`config.mk`:
```
export PLATFORM = sky130hd
export DESIGN_NAME = hex_text_bytemap_parser_top
export DESIGN_NICKNAME = d
export VERILOG_FILES = /design/src/design/htbp_pkg.sv /design/src/design/htbp_fifo.sv /design/src/design/htbp_classify.sv /design/src/design/htbp_engine.sv /design/src/design/hex_text_bytemap_parser_top.sv
export SDC_FILE = /design/constraint.sdc
export NUM_CORES = 1
export LEC_CHECK = 0
export BUFFER_PORTS_ARGS = -buffer_cell sky130_fd_sc_hd__buf_2
export CORE_MARGIN = 5
export CORE_UTILIZATION = 61
export DETAILED_ROUTE_END_ITERATION = 8
export GPL_TIMING_DRIVEN = 0
export PLACE_DENSITY = 0.87
export SYNTH_ARGS = -nofsm -noshare
export SYNTH_HDL_FRONTEND = slang
export SYNTH_SLANG_ARGS = --single-unit
```
`constraint.sdc`:
```
create_clock -name i_clk -period 7.64 [get_ports i_clk]
set_input_delay 1.528 -clock i_clk [delete_from_list [all_inputs] [get_ports i_clk]]
set_output_delay 1.528 -clock i_clk [all_outputs]
set_load 0.1 [all_outputs]
```
`src/design/htbp_pkg.sv`:
```
`timescale 1ns / 1ps

package htbp_pkg;

    // Largest side length accepted from the header.
    localparam int MAX_SIDE_DEF    = 4096;
    // Entries in each of the two queues.
    localparam int QUEUE_DEPTH_DEF = 2;

    // Item kinds on the input channel.
    localparam logic KIND_BYTE = 1'b0;
    localparam logic KIND_END  = 1'b1;

    // Result error codes.
    localparam logic [2:0] ERR_NONE      = 3'd0;
    localparam logic [2:0] ERR_HEADER    = 3'd1;
    localparam logic [2:0] ERR_SIZE      = 3'd2;
    localparam logic [2:0] ERR_CHARACTER = 3'd3;
    localparam logic [2:0] ERR_TRUNCATED = 3'd4;

    typedef struct packed {
        logic       kind;
        logic [7:0] byte_value;
    } t_item;

    typedef struct packed {
        logic [7:0]  cell_value;
        logic [11:0] column;
        logic [11:0] row;
        logic [12:0] side_length;
        logic        map_complete;
        logic [2:0]  error_code;
    } t_result;

    // Byte classes seen by the parse engine.
    typedef enum logic [2:0] {
        TK_DIGIT,
        TK_BLANK,
        TK_LF,
        TK_CR,
        TK_OTHER,
        TK_END
    } t_tok_kind;

    typedef struct packed {
        t_tok_kind  kind;
        logic [3:0] digit;
        logic [7:0] byte_value;
    } t_token;

endpackage

```
`src/design/htbp_fifo.sv`:
```
`timescale 1ns / 1ps

module htbp_fifo #(
    parameter type T     = logic,
    parameter int  DEPTH = 2
) (
    input  logic i_clk,
    input  logic i_rst_n,
    input  logic i_push,
    output logic o_full,
    input  T     i_data,
    input  logic i_pop,
    output logic o_empty,
    output T     o_data
);

    localparam int PW = (DEPTH > 1) ? $clog2(DEPTH) : 1;
    localparam int CW = $clog2(DEPTH + 1);

    T              r_mem [DEPTH];
    logic [PW-1:0] r_wr_ptr;
    logic [PW-1:0] r_rd_ptr;
    logic [CW-1:0] r_count;

    logic do_push;
    logic do_pop;

    assign o_full  = (r_count == CW'(DEPTH));
    assign o_empty = (r_count == '0);
    assign o_data  = r_mem[r_rd_ptr];
    assign do_push = i_push && !o_full;
    assign do_pop  = i_pop && !o_empty;

    always_ff @(posedge i_clk) begin
        if (do_push) begin
            r_mem[r_wr_ptr] <= i_data;
        end
    end

    always_ff @(posedge i_clk) begin
        if (!i_rst_n) begin
            r_wr_ptr <= '0;
            r_rd_ptr <= '0;
            r_count  <= '0;
        end else begin
            if (do_push) begin
                r_wr_ptr <= (r_wr_ptr == PW'(DEPTH - 1)) ? '0 : r_wr_ptr + PW'(1);
            end
            if (do_pop) begin
                r_rd_ptr <= (r_rd_ptr == PW'(DEPTH - 1)) ? '0 : r_rd_ptr + PW'(1);
            end
            if (do_push && !do_pop) begin
                r_count <= r_count + CW'(1);
            end else if (do_pop && !do_push) begin
                r_count <= r_count - CW'(1);
            end
        end
    end

endmodule

```
`src/design/htbp_classify.sv`:
```
`timescale 1ns / 1ps

module htbp_classify import htbp_pkg::*; (
    input  t_item  i_item,
    output t_token o_token
);

    always_comb begin
        o_token.byte_value = i_item.byte_value;
        o_token.digit      = '0;
        o_token.kind       = TK_OTHER;
        if (i_item.kind == KIND_END) begin
            o_token.kind = TK_END;
        end else begin
            unique case (i_item.byte_value) inside
                [8'h30:8'h39]: begin
                    // '0' to '9'
                    o_token.kind  = TK_DIGIT;
                    o_token.digit = i_item.byte_value[3:0];
                end
                [8'h41:8'h46], [8'h61:8'h66]: begin
                    // 'A' to 'F', 'a' to 'f': low nibble 1..6 maps to 10..15
                    o_token.kind  = TK_DIGIT;
                    o_token.digit = i_item.byte_value[3:0] + 4'd9;
                end
                8'h20, 8'h09: o_token.kind = TK_BLANK;
                8'h0A:        o_token.kind = TK_LF;
                8'h0D:        o_token.kind = TK_CR;
                default:      o_token.kind = TK_OTHER;
            endcase
        end
    end

endmodule

```
`src/design/htbp_engine.sv`:
```
`timescale 1ns / 1ps

module htbp_engine import htbp_pkg::*; #(
    parameter int MAX_SIDE = MAX_SIDE_DEF
) (
    input  logic    i_clk,
    input  logic    i_rst_n,
    input  t_token  i_token,
    input  logic    i_token_valid,
    output logic    o_token_take,
    input  logic    i_result_full,
    output logic    o_result_push,
    output t_result o_result
);

    localparam int SW  = $clog2(MAX_SIDE + 1);
    localparam int NVW = SW + 4;
    localparam logic [2:0] HDR_LEN = 3'd5;

    typedef enum logic [2:0] {
        PH_WORD,
        PH_NUM,
        PH_SKIP,
        PH_CELL,
        PH_DONE,
        PH_ERR
    } t_phase;

    t_phase        r_phase,      n_phase;
    logic [2:0]    r_match_idx,  n_match_idx;
    logic [SW-1:0] r_side,       n_side;
    logic          r_side_ovf,   n_side_ovf;
    logic          r_digit_seen, n_digit_seen;
    logic [7:0]    r_accum,      n_accum;
    logic [SW-1:0] r_col,        n_col;
    logic [SW-1:0] r_row,        n_row;

    logic [NVW-1:0] side_next;
    logic [SW:0]    col_inc;
    logic [SW:0]    row_inc;
    logic           last_col;
    logic           last_cell;

    // Header word "size " one character per index.
    function automatic logic [7:0] word_char(input logic [2:0] idx);
        logic [7:0] c;
        unique case (idx)
            3'd0:    c = 8'h73; // 's'
            3'd1:    c = 8'h69; // 'i'
            3'd2:    c = 8'h7A; // 'z'
            3'd3:    c = 8'h65; // 'e'
            default: c = 8'h20; // ' '
        endcase
        return c;
    endfunction

    assign side_next = {r_side, 4'b0000} + NVW'(i_token.digit);
    assign col_inc   = (SW+1)'(r_col) + (SW+1)'(1);
    assign row_inc   = (SW+1)'(r_row) + (SW+1)'(1);
    assign last_col  = (col_inc >= (SW+1)'(r_side));
    assign last_cell = last_col && (row_inc >= (SW+1)'(r_side));

    always_comb begin
        n_phase       = r_phase;
        n_match_idx   = r_match_idx;
        n_side        = r_side;
        n_side_ovf    = r_side_ovf;
        n_digit_seen  = r_digit_seen;
        n_accum       = r_accum;
        n_col         = r_col;
        n_row         = r_row;
        o_token_take  = i_token_valid && !i_result_full;
        o_result_push = 1'b0;
        o_result      = '0;

        if (o_token_take) begin
            if (i_token.kind == TK_END) begin
                // End of input rearms everything.
                n_phase      = PH_WORD;
                n_match_idx  = '0;
                n_side       = '0;
                n_side_ovf   = 1'b0;
                n_digit_seen = 1'b0;
                n_accum      = '0;
                n_col        = '0;
                n_row        = '0;
                unique case (r_phase) inside
                    PH_WORD: begin
                        o_result_push       = 1'b1;
                        o_result.error_code = ERR_HEADER;
                    end
                    PH_NUM, PH_SKIP, PH_CELL: begin
                        o_result_push       = 1'b1;
                        o_result.error_code = ERR_TRUNCATED;
                    end
                    default: ;
                endcase
            end else begin
                unique case (r_phase)
                    PH_WORD: begin
                        if (r_match_idx < HDR_LEN &&
                            i_token.byte_value == word_char(r_match_idx)) begin
                            n_match_idx = r_match_idx + 3'd1;
                            if (n_match_idx == HDR_LEN) begin
                                n_phase = PH_NUM;
                            end
                        end else begin
                            n_phase             = PH_ERR;
                            o_result_push       = 1'b1;
                            o_result.error_code = ERR_HEADER;
                        end
                    end
                    PH_NUM: begin
                        if (!r_digit_seen && i_token.kind == TK_BLANK) begin
                            // skip leading blanks
                        end else if (i_token.kind == TK_DIGIT) begin
                            n_digit_seen = 1'b1;
                            if (!r_side_ovf) begin
                                if (side_next > NVW'(MAX_SIDE)) begin
                                    n_side_ovf = 1'b1;
                                end else begin
                                    n_side = side_next[SW-1:0];
                                end
                            end
                        end else if (!r_digit_seen || r_side_ovf || r_side == '0) begin
                            n_phase             = PH_ERR;
                            o_result_push       = 1'b1;
                            o_result.error_code = ERR_SIZE;
                        end else begin
                            n_phase = (i_token.kind == TK_LF) ? PH_CELL : PH_SKIP;
                        end
                    end
                    PH_SKIP: begin
                        if (i_token.kind == TK_LF) begin
                            n_phase = PH_CELL;
                        end
                    end
                    PH_CELL: begin
                        if (i_token.kind == TK_DIGIT) begin
                            n_accum = {r_accum[3:0], i_token.digit};
                        end else if (i_token.kind == TK_LF || i_token.kind == TK_CR) begin
                            o_result_push         = 1'b1;
                            o_result.cell_value   = r_accum;
                            o_result.column       = 12'(r_col);
                            o_result.row          = 12'(r_row);
                            o_result.side_length  = 13'(r_side);
                            o_result.map_complete = last_cell;
                            o_result.error_code   = ERR_NONE;
                            n_accum               = '0;
                            if (last_cell) begin
                                n_phase = PH_DONE;
                            end else if (last_col) begin
                                n_col = '0;
                                n_row = row_inc[SW-1:0];
                            end else begin
                                n_col = col_inc[SW-1:0];
                            end
                        end else begin
                            n_phase             = PH_ERR;
                            o_result_push       = 1'b1;
                            o_result.error_code = ERR_CHARACTER;
                        end
                    end
                    PH_DONE, PH_ERR: ;
                    default: ;
                endcase
            end
        end
    end

    always_ff @(posedge i_clk) begin
        if (!i_rst_n) begin
            r_phase      <= PH_WORD;
            r_match_idx  <= '0;
            r_side       <= '0;
            r_side_ovf   <= 1'b0;
            r_digit_seen <= 1'b0;
            r_accum      <= '0;
            r_col        <= '0;
            r_row        <= '0;
        end else begin
            r_phase      <= n_phase;
            r_match_idx  <= n_match_idx;
            r_side       <= n_side;
            r_side_ovf   <= n_side_ovf;
            r_digit_seen <= n_digit_seen;
            r_accum      <= n_accum;
            r_col        <= n_col;
            r_row        <= n_row;
        end
    end

endmodule

```
`src/design/hex_text_bytemap_parser_top.sv`:
```
`timescale 1ns / 1ps
// Hex text square-map parser.
// Input channel (push/full, i_item): one beat per file byte, or an end-of-input
// marker (kind set). A beat is taken on a clock edge with push high and full low.
// Result channel (empty/pop, o_result): the oldest result sits on o_result while
// empty is low and leaves on an edge with pop high. Each beat carries one cell
// (value, column, row, side, last-cell flag) or an error code with all other
// fields zero. Most bytes produce no result at all.
// Throughput: one input beat per cycle, sustained, as long as results are popped
// at the rate they appear; the parse engine handles one classified byte a cycle
// while the result queue has room. Path: a taken byte is stored in the byte
// queue, then taken by the engine, whose result is written into the result
// queue; that queue shows its head on o_result at once, ready to be popped.
// Stalls: when pop stays low the result queue fills, the engine holds, the byte
// queue fills, and full rises; nothing is dropped.
// Reset (synchronous, active low): both queues empty, parser back to expecting
// the header word. End of input also rearms the parser.
module hex_text_bytemap_parser_top import htbp_pkg::*; #(
    parameter int MAX_SIDE    = MAX_SIDE_DEF,
    parameter int QUEUE_DEPTH = QUEUE_DEPTH_DEF
) (
    input  logic    i_clk,
    input  logic    i_rst_n,
    input  logic    push,
    output logic    full,
    input  t_item   i_item,
    output logic    empty,
    input  logic    pop,
    output t_result o_result
);

    t_token  class_token;
    t_token  queued_token;
    logic    token_empty;
    logic    token_take;
    logic    result_full;
    logic    result_push;
    t_result engine_result;

    // Front: classify each byte as it is taken.
    htbp_classify u_classify (
        .i_item  (i_item),
        .o_token (class_token)
    );

    // Decouple front from engine.
    htbp_fifo #(
        .T     (t_token),
        .DEPTH (QUEUE_DEPTH)
    ) u_token_q (
        .i_clk   (i_clk),
        .i_rst_n (i_rst_n),
        .i_push  (push),
        .o_full  (full),
        .i_data  (class_token),
        .i_pop   (token_take),
        .o_empty (token_empty),
        .o_data  (queued_token)
    );

    // Back: header match, side parse, cell accumulation and indexing.
    htbp_engine #(
        .MAX_SIDE (MAX_SIDE)
    ) u_engine (
        .i_clk         (i_clk),
        .i_rst_n       (i_rst_n),
        .i_token       (queued_token),
        .i_token_valid (!token_empty),
        .o_token_take  (token_take),
        .i_result_full (result_full),
        .o_result_push (result_push),
        .o_result      (engine_result)
    );

    // Hold results until the receiver pops them.
    htbp_fifo #(
        .T     (t_result),
        .DEPTH (QUEUE_DEPTH)
    ) u_result_q (
        .i_clk   (i_clk),
        .i_rst_n (i_rst_n),
        .i_push  (result_push),
        .o_full  (result_full),
        .i_data  (engine_result),
        .i_pop   (pop),
        .o_empty (empty),
        .o_data  (o_result)
    );

endmodule

```
==> results of run 1 <==
-- worst max-delay path, stage by stage (launching register included) --
cell      delay (ps)
dfxtp_1          470
ha_1             270
nand3_1          190
nor2_1           290
nand3_1          190
or2_1            340
xnor2_1          150
ha_1             300
o21a_1           200
o21a_1           170
a211oi_1         300
o21ai_1          220
nor2_1           460
clkbuf_1         490
nand3_1          180
a21oi_1          160
-- power by group --
part           switching [mW]  internal [mW]  total [mW]  leakage (nW)
logic                    1.66          0.421        2.09          1.88
clock network           0.374          0.500       0.874         0.294
registers              0.0777           1.37        1.45          1.72
-- path summary, 6_finish.rpt --
kind	start	end	slack, ps
worst min register to register	u_engine.r_side[12]	u_engine.r_side[12]	460
worst max-delay path	u_engine.r_col[0]	u_engine.r_col[12]	3170
worst max register to register	u_engine.r_col[0]	u_engine.r_col[12]	3170
worst min-delay path	u_engine.r_side[12]	u_engine.r_side[12]	460
-- area by class of cell --
type                    instances  area [µm²]
fillers                      1064        4520
clock inverters                 6        41.3
multi-input cells             556        3990
well taps                     188         235
flip-flops and latches        193        5140
plain buffers                  33         158
repair buffers                 70         384
inverters                      32         120
clock buffers                  26         552
-- cell usage in the layout, fill, tap and decap left out, types with 26 or more instances in the layout --
| master | count |
|---|---|
| buf_2 | 69 |
| o21ai_0 | 26 |
| nor3_1 | 30 |
| a21oi_1 | 35 |
| ha_1 | 41 |
| mux2_2 | 54 |
| inv_1 | 32 |
| and2_1 | 38 |
| nand2_1 | 56 |
| nor2_1 | 51 |
| edfxtp_1 | 128 |
| dfxtp_1 | 65 |
-- layer usage --
metal	GRT usage [%]	part of all wire, %	up-vias
met4	9.73	2.9	0
met1	28.2	41	3217
li1	-	-	3188
met2	38.8	50	234
met5	0	0	-
met3	4.35	5.6	48
-- sequential cells by signal, summed over array words and instances (netlist names), named ones only --
register               count
u_engine.r_side_ovf        1
u_result_q.r_rd_ptr        1
u_engine.r_accum           8
u_engine.r_digit_seen      1
u_engine.r_col            13
u_token_q.r_rd_ptr         1
u_token_q.r_count          2
u_result_q.r_mem          98
u_engine.r_phase           3
u_token_q.r_mem           30
u_result_q.r_count         2
u_engine.r_match_idx       3
u_engine.r_side           13
u_engine.r_row            13
u_token_q.r_wr_ptr         1
u_result_q.r_wr_ptr        1
-- per-stage QoR --
| step | setup slack, ps | power (mW) | instances | hold WS (ps) |
|---|---|---|---|---|
| after floorplan | 990 | 3.22 | 814 | 425 |
| after global placement | -1700 | 3.47 | 1065 | 434 |
| after detailed placement | 3330 | 3.55 | 1072 | 444 |
| after CTS | 3270 | 4.42 | 1104 | 460 |
| after global routing | 2910 | 4.57 | 1104 | 491 |
| final | 3170 | 4.41 | 1104 | 458 |
-- logic make-up (layout without fill, tap and decap cells) --
logic type      count (synthesis)  after routing  share of synthesized area, %
fa+ha+maj                      41             41                          5.46
mux                            63             63                          7.47
flops                         193            193                          54.7
buf+inv                        65            167                          2.95
compound gates                151            151                          11.0
xor+xnor                       31             31                          2.89
simple gates                  270            270                          15.6
==> results.cfg, run 1 <==
[grt]
grt_pass1_vias = 6578
grt_max_degree = 36
overflow = 0
antenna_found_initial = 0
grt_pass1_wl_mm = 32.4
globalRouteTotalUtil_pct = 22.6

[logic_synthesis]
synth_enable_flop_cells = 128
synth_cells = 814
ys_warn_count = 0
synth_top_area_share_pct = 40.9
seq_area_frac_synth_pct = 54.7
synth.distinct_cells = 78
syn_nets = 868
synthMostInstantiatedCell = edfxtp_1
synthTopCellsByArea = edfxtp_1, dfxtp_1, mux2_2
synth_top_cell_by_area = edfxtp_1
synth_seq_cells = 193
yosys-top-cells-count = edfxtp_1, dfxtp_1, nand2_1
post_synth.cell_area_avg_um2 = 11.6
synthArstFlopShare_pct = 0
syn-cell-area_um2 = 9400
ys.flop_type = edfxtp_1

[power]
p_leak_nw = 3.89
peakVddDrop_mv = 0.332
power_density_nw_per_um2 = 415

[placed_design]
portBuffers = 63
gp_congestion = 0.889
dpl_cell_area_um2 = 10000
place_hpwl_mm = 13.9

[timing]
fin_skew_ps = 6.18
tns_ps = 0
timing.slew.headroom_pct = 16.7
hold_viol_final = 0
min_period_ps = 4470
finalSetupViolations = 0
timing.final.max_slew_violations = 0
period_share_pct = 58.6
fmax_ghz = 0.223
worst_slew_pin_slew_ps = 1240
rsz0062_at_grt = false

[clocking]
insertion_delay_ps = 440
cts_buffer_depth = 2
clkSlewWorstSetupHoldPaths_ps = 70
postCtsHoldBufs = 0
cts_tree = yes
cts_setup_buffers = 0
cts_buffers = 17
cts_max_level = 4
clock_sinks = 193
root_buffer = clkbuf_16
post_cts_resized = 0

[finish]
fin_nets = 957
antennaDiodeCount = 0
drive_gt1_share_pct = 21.3
area_delta_synth_final_pct = 13.0
design_area_um2 = 10600
fin_util_pct = 70.1

[routing]
wire_per_inst_um = 17.7
vias = 6687
drc = 0
drt_iter0_drc = 567
routed_wirelength_mm = 19.5
antenna_left = 0
via_per_inst = 6.06
dr.pass1.iters = 6

[die]
die_x_um = 134
pin_count = 64
placementRows = 45
core_area_um2 = 15100
die_h_um = 134
die_area_um2 = 18000
start_util_pct = 62.1

[job]
drv_cap = 0

[worst_setup_path]
critPathLaunchType = flop
cp-end-kind = flop
crit_required_ps = 8000
cp_max_fo = 10
critical_path_arrival_ps = 4840
path_class = flop to flop
reg2regPathDepth = 15

[min_path]
hold_depth = 2
min_path_type = flop to flop

[status]
outcome = complete, no violations
No activity file was read; power rests on OpenSTA's default activity.
==> run 2, diff against run 1 <==
==> constraint.sdc (replaced) <==
create_clock -name i_clk -period 4.4 [get_ports i_clk]
set_input_delay 0.88 -clock i_clk [delete_from_list [all_inputs] [get_ports i_clk]]
set_output_delay 0.88 -clock i_clk [all_outputs]
set_load 0.1 [all_outputs]
==> run 2 against run 1 <==
Clock-buffer cell count is 7 lower. Critical path depth rose by 1. Clock power is 74% higher. Flip-flop and latch count did not move. Critical path type unchanged. Final cell count shrank 0.27%. Register-to-register slack lost 2900 ps. First-iteration DRC count grew 8.5%.
==> results.cfg, run 2 (synthesized netlist as in run 1, its figures left out) <==
[status]
outcome = complete, no violations

[min_path]
min_path_type = flop to flop
hold_depth = 2

[grt]
grt_pass1_vias = 6463
grt_max_degree = 33
antenna_found_initial = 0
overflow = 0
grt_pass1_wl_mm = 31.8
globalRouteTotalUtil_pct = 22.3

[timing]
tns_ps = 0
setup_ws_ps = 223
fin_skew_ps = 8.95
fmax_ghz = 0.239
period_share_pct = 94.9
worst_slew_pin_slew_ps = 1160
finalSetupViolations = 0
hold_viol_final = 0
rsz0062_at_grt = false
timing.final.max_slew_violations = 0
min_period_ps = 4180
timing.slew.headroom_pct = 22.5

[finish]
antennaDiodeCount = 0
fin_nets = 954
ff_latch_area_um2 = 5150
drive_gt1_share_pct = 22.2
multi_input_area_um2 = 4020
fillers = 1036
final_cell_mix = edfxtp_1, buf_2, dfxtp_1
area_delta_synth_final_pct = 13.1
top_register = u_result_q.r_mem
final_common_cell = edfxtp_1
top_regs = u_result_q.r_mem: 98 flops, u_token_q.r_mem: 30 flops
largest_reg_flops = 98

[placed_design]
portBuffers = 63
place_hpwl_mm = 13.7
gp_congestion = 0.890
pre_cts_ws_ps = -74.3

[clocking]
clock_sinks = 193
clkSlewWorstSetupHoldPaths_ps = 70
root_buffer = clkbuf_16
insertion_delay_ps = 440
cts_max_level = 4
cts_buffers = 17
cts_tree = yes
cts_buffer_depth = 2

[routing]
dr.pass1.iters = 6
met2_wirelength_mm = 9.46
drc = 0
met1Wirelength_mm = 8.30
wire_per_inst_um = 17.7
routed_wirelength_mm = 19.5
via_per_inst = 6.01
vias = 6614
drt_iter0_drc = 615
antenna_left = 0
wl_met3_mm = 1.15
highest_layer = met4

[die]
placementRows = 45
die_area_um2 = 18000
pin_count = 64
die_h_um = 134
die_x_um = 134
core_area_um2 = 15100
start_util_pct = 62.1

[power]
peakVddDrop_mv = 0.477
p_leak_nw = 3.88
power_density_nw_per_um2 = 721

[worst_setup_path]
crit_buf_inv = 1
cp_max_fo = 9
critPathLaunchType = flop
path_depth = 16
cpLargestDelayFamily = compound AO/OA/AOI/OAI gates
critical_path_arrival_ps = 4510
reg2regPathDepth = 16
crit_slowest_cell = dfxtp_1
cp-end-kind = flop
path_class = flop to flop
crit_required_ps = 4730
critPathMaxStageDelay_ps = 450
path_cells = ha_1 > nand3_1 > or2_2 > nor2_1 > nand3_1 > xnor2_1 > ha_1 > a21oi_1 > a21boi_0 > o31ai_2 > o2111ai_4 > a21boi_2 > or2_1 > buf_2 > nand2_2 > o221a_1

[job]
drv_cap = 0
## run 2: cell types whose count changed in the layout (fill, tap and decap cells not counted), moves of 2 or more
cell	before	now
nor2_2	4	6
inv_6	1	6
clkbuf_1	19	16
buf_4	6	1
clkbuf_8	5	0
nor2_1	51	49
## run 2: per-stage QoR
step | instances | power [mW] | hold slack, ps | area (µm²) | util (%)
2_1_floorplan | 814 | 5.58 | 425 | 9420 | -
3_3_place_gp | 1065 | 6.09 | 434 | 9970 | 65.8
3_5_place_dp | 1069 | 6.19 | 444 | 10000 | 66.2
4_1_cts | 1101 | 7.69 | 453 | 10600 | 70.1
5_1_grt | 1101 | 7.94 | 470 | 10600 | 70.2
6_report | 1101 | 7.67 | 454 | 10600 | 70.2
## run 2: cell type report
class,instances,area share (%)
clock buffer,19,4.47
tap,188,2.21
sequential,193,48.4
clock inverter,13,1.03
multi-input combinational,556,37.8
buffer,33,1.49
timing repair buffer,67,3.50
inverter,32,1.13
## run 2: power breakdown
group          total (mW)  internal [mW]  switching [mW]
sequential           2.52           2.38           0.136
clock                1.52          0.809           0.709
combinational        3.64          0.730            2.91
total                7.67           3.92            3.75
## run 2: what timing repair did
item                                    in CTS  in global routing
endpoints found under the hold margin        0                  0
endpoints found under the setup margin       9                 24
resized for setup                            1                  9
buffers inserted                             0                  0
hold buffers                                 0                  0
## run 2: worst paths after layout
check / from / to / slack [ps]
min reg2reg: u_engine.r_side[11] / u_engine.r_side[11] / 450
max reg2reg: u_engine.r_row[0] / u_engine.r_row[11] / 220
max: u_engine.r_row[0] / u_engine.r_row[11] / 220
min: u_engine.r_side[11] / u_engine.r_side[11] / 450
## run 2: worst min-delay path: stages (launching register included)
cell,delay (ps)
dfxtp_1,310
nand2_1,50
o21ai_1,50
## run 2: layer usage
| metal | global-route usage [%] | vias up |
|---|---|---|
| met5 | 0 | - |
| met4 | 8.99 | 0 |
| met3 | 5.25 | 49 |
| met2 | 37.2 | 250 |
| met1 | 28.1 | 3126 |
| li1 | - | 3189 |
==> run 3, diff against run 2 <==
--- a/config.mk
+++ b/config.mk
@@ -7,10 +7,10 @@
 export LEC_CHECK = 0
 export BUFFER_PORTS_ARGS = -buffer_cell sky130_fd_sc_hd__buf_2
 export CORE_MARGIN = 5
-export CORE_UTILIZATION = 61
+export CORE_UTILIZATION = 55
 export DETAILED_ROUTE_END_ITERATION = 8
 export GPL_TIMING_DRIVEN = 0
-export PLACE_DENSITY = 0.87
+export PLACE_DENSITY = 0.83
 export SYNTH_ARGS = -nofsm -noshare
 export SYNTH_HDL_FRONTEND = slang
 export SYNTH_SLANG_ARGS = --single-unit
==> constraint.sdc (replaced) <==
create_clock -name i_clk -period 3.5 [get_ports i_clk]
set_input_delay 0.7 -clock i_clk [delete_from_list [all_inputs] [get_ports i_clk]]
set_output_delay 0.7 -clock i_clk [all_outputs]
set_load 0.1 [all_outputs]
==> run 3 against run 2 <==
The run now ends with setup timing left. Critical path type unchanged. First-iteration DRC count is 10% lower. Critical path depth is 1 lower. Die area is 10% higher. Largest power group unchanged. Hold slack worse by 0.90 ps. Worst setup slack worse by 310 ps. Total power is 27% higher. Final cell count is 4.5% higher. Clock power is 32% higher. Clock-buffer cell count is 1 lower. Clock skew is 2.3 ps higher. Largest cell class unchanged. Highest routed layer unchanged. Global-route usage is 1.1 points lower. Sequential power is 26% higher.
==> results.cfg, run 3 (synthesized netlist as in run 1, its figures left out) <==
[finish]
drive_gt1_share_pct = 26.9
antennaDiodeCount = 0
final_common_cell = edfxtp_1
fin_util_pct = 66.2
fin_nets = 971
design_area_um2 = 11100
largest_reg_flops = 98
top_regs = u_result_q.r_mem: 98 flops, u_token_q.r_mem: 30 flops
fillers = 1218
area_delta_synth_final_pct = 17.6
final_cell_mix = edfxtp_1, buf_2, dfxtp_1
top_register = u_result_q.r_mem

[placed_design]
place_hpwl_mm = 14.2
dpl_cell_area_um2 = 10100
gp_congestion = 0.918
pre_cts_ws_ps = -726
portBuffers = 63

[die]
pin_count = 64
die_x_um = 141
placementRows = 47
die_h_um = 141
start_util_pct = 56.3
core_area_um2 = 16700
die_area_um2 = 19800

[power]
power_frac_clock_pct = 20.5
peakVddDrop_mv = 0.646
total_power_mw = 9.77
comb_power_share_pct = 47.0
seqPwrFrac_pct = 32.5
p_switching_mw = 4.70
internal-power_mw = 5.07
power_density_nw_per_um2 = 884
p_leak_nw = 4.01
switching_share_pct = 48.1

[timing]
timing.slew.headroom_pct = 14.3
period_share_pct = 103
timing.final.max_slew_violations = 0
rsz0062_at_grt = true
finalSetupViolations = 3
fin_skew_ps = 11.3
setup_ws_ps = -90.9
hold_viol_final = 0
min_period_ps = 3590
fmax_ghz = 0.278
worst_slew_pin_slew_ps = 1280

[worst_setup_path]
path_class = flop to flop
cp-end-kind = flop
cp_max_fo = 6
r2r_end = u_engine.r_row[11]
reg2regPathDepth = 15
endpoint = u_engine.r_row[11]
crit_start = u_engine.r_row[1]
critical_path_arrival_ps = 3970
crit-reg2reg-launch = u_engine.r_row[1]
critPathLaunchType = flop
rrSetupSlack_ps = -90
crit_required_ps = 3880

[routing]
wire_per_inst_um = 18.6
vias = 6926
routed_wirelength_mm = 21.4
antenna_left = 0
via_per_inst = 6.02
dr.pass1.iters = 8
drt_iter0_drc = 553
drc = 0

[clocking]
root_buffer = clkbuf_16
cts_max_level = 4
insertion_delay_ps = 440
clock_sinks = 193
clkSlewWorstSetupHoldPaths_ps = 70
cts_buffer_depth = 2
postCtsHoldBufs = 0
cts_buffers = 17
cts_tree = yes

[grt]
antenna_found_initial = 0
grt_max_degree = 31
grt_pass1_wl_mm = 33.6
overflow = 0
globalRouteTotalUtil_pct = 21.1
grt_pass1_vias = 6690

[status]
outcome = complete, but fails checks
violations = setup timing

[min_path]
min_path_type = flop to flop

[job]
drv_cap = 0
## run 3: cell types whose count changed in the layout (fill, tap and decap cells not counted), moves of 5 or more
| cell | previous run | this run |
|---|---|---|
| buf_4 | 1 | 20 |
| dfxtp_1 | 64 | 56 |
| dfxtp_4 | 0 | 6 |
| nand3_1 | 20 | 15 |
| nor2_1 | 49 | 44 |
| nor2_4 | 1 | 6 |
## run 3: per-layer routing
metal / part of all wire, % / wire length (µm) / GRT usage [%]
met5: 0 / 0 / 0
met4: 3.6 / 772 / 7.24
met3: 6.3 / 1360 / 4.81
met2: 52 / 11100 / 37.8
met1: 38 / 8230 / 25.1
## run 3: power groups by stage
stage / Combinational, mW / Clock, mW / Sequential [mW]
finish: 4.60 / 2.00 / 3.17
global placement: 4.45 / 0 / 3.21
global route: 4.80 / 2.13 / 3.22
floorplan: 3.85 / 0 / 3.17
CTS: 4.60 / 2.02 / 3.16
detailed placement: 4.56 / 0 / 3.21
## run 3: critical path, cell delays in order, from the launching register on
cell       delay (ps)
dfxtp_4           380
ha_4              180
nand3_4           100
or2_4             280
nor2_4            110
nand3_2           100
xnor2_2           250
ha_1              300
nand4_1           150
nor2_1            100
o31ai_2           310
o2111ai_4         210
or4_4             460
buf_6             160
nor3_2            180
o221a_1           230
## run 3: per-stage QoR
stage / hold slack [ps] / setup TNS, ps / cells
after floorplan: 425 / 0 / 814
after CTS: 452 / 0 / 1139
after global placement: 434 / -110040 / 1097
after global routing: 468 / -1350 / 1150
after detailed placement: 443 / -15640 / 1101
final: 453 / -199 / 1150
## run 3: final cells by class
cell class	instances	area [µm²]	share of cell area [%]
plain buffers	31	160	1.45
clock buffers	18	429	3.88
clock inverters	14	179	1.62
inverters	32	120	1.09
multi-input cells	556	4210	38.1
flip-flops and latches	193	5170	46.8
well taps	220	275	2.49
repair buffers	86	512	4.63
## run 3: worst min-delay path by stage
stage | from | to | slack [ps] | depth (start not counted)
6_report | u_engine.r_side[10] | u_engine.r_side[10] | 450 | 2
5_1_grt | i_item[2] | u_token_q.r_mem[0][2] | 470 | 1
4_1_cts | u_engine.r_side[10] | u_engine.r_side[10] | 450 | 2
3_5_place_dp | u_engine.r_side[10] | u_engine.r_side[10] | 440 | 2
3_3_place_gp | u_engine.r_side[9] | u_engine.r_side[9] | 430 | 2
2_1_floorplan | u_engine.r_side[12] | u_engine.r_side[12] | 430 | 2
## run 3: what timing repair did
item / in CTS / in global routing
pin swaps: 9 / 13
endpoints found under the setup margin: 31 / 69
gates resized for setup: 29 / 35
setup buffers: 6 / 13
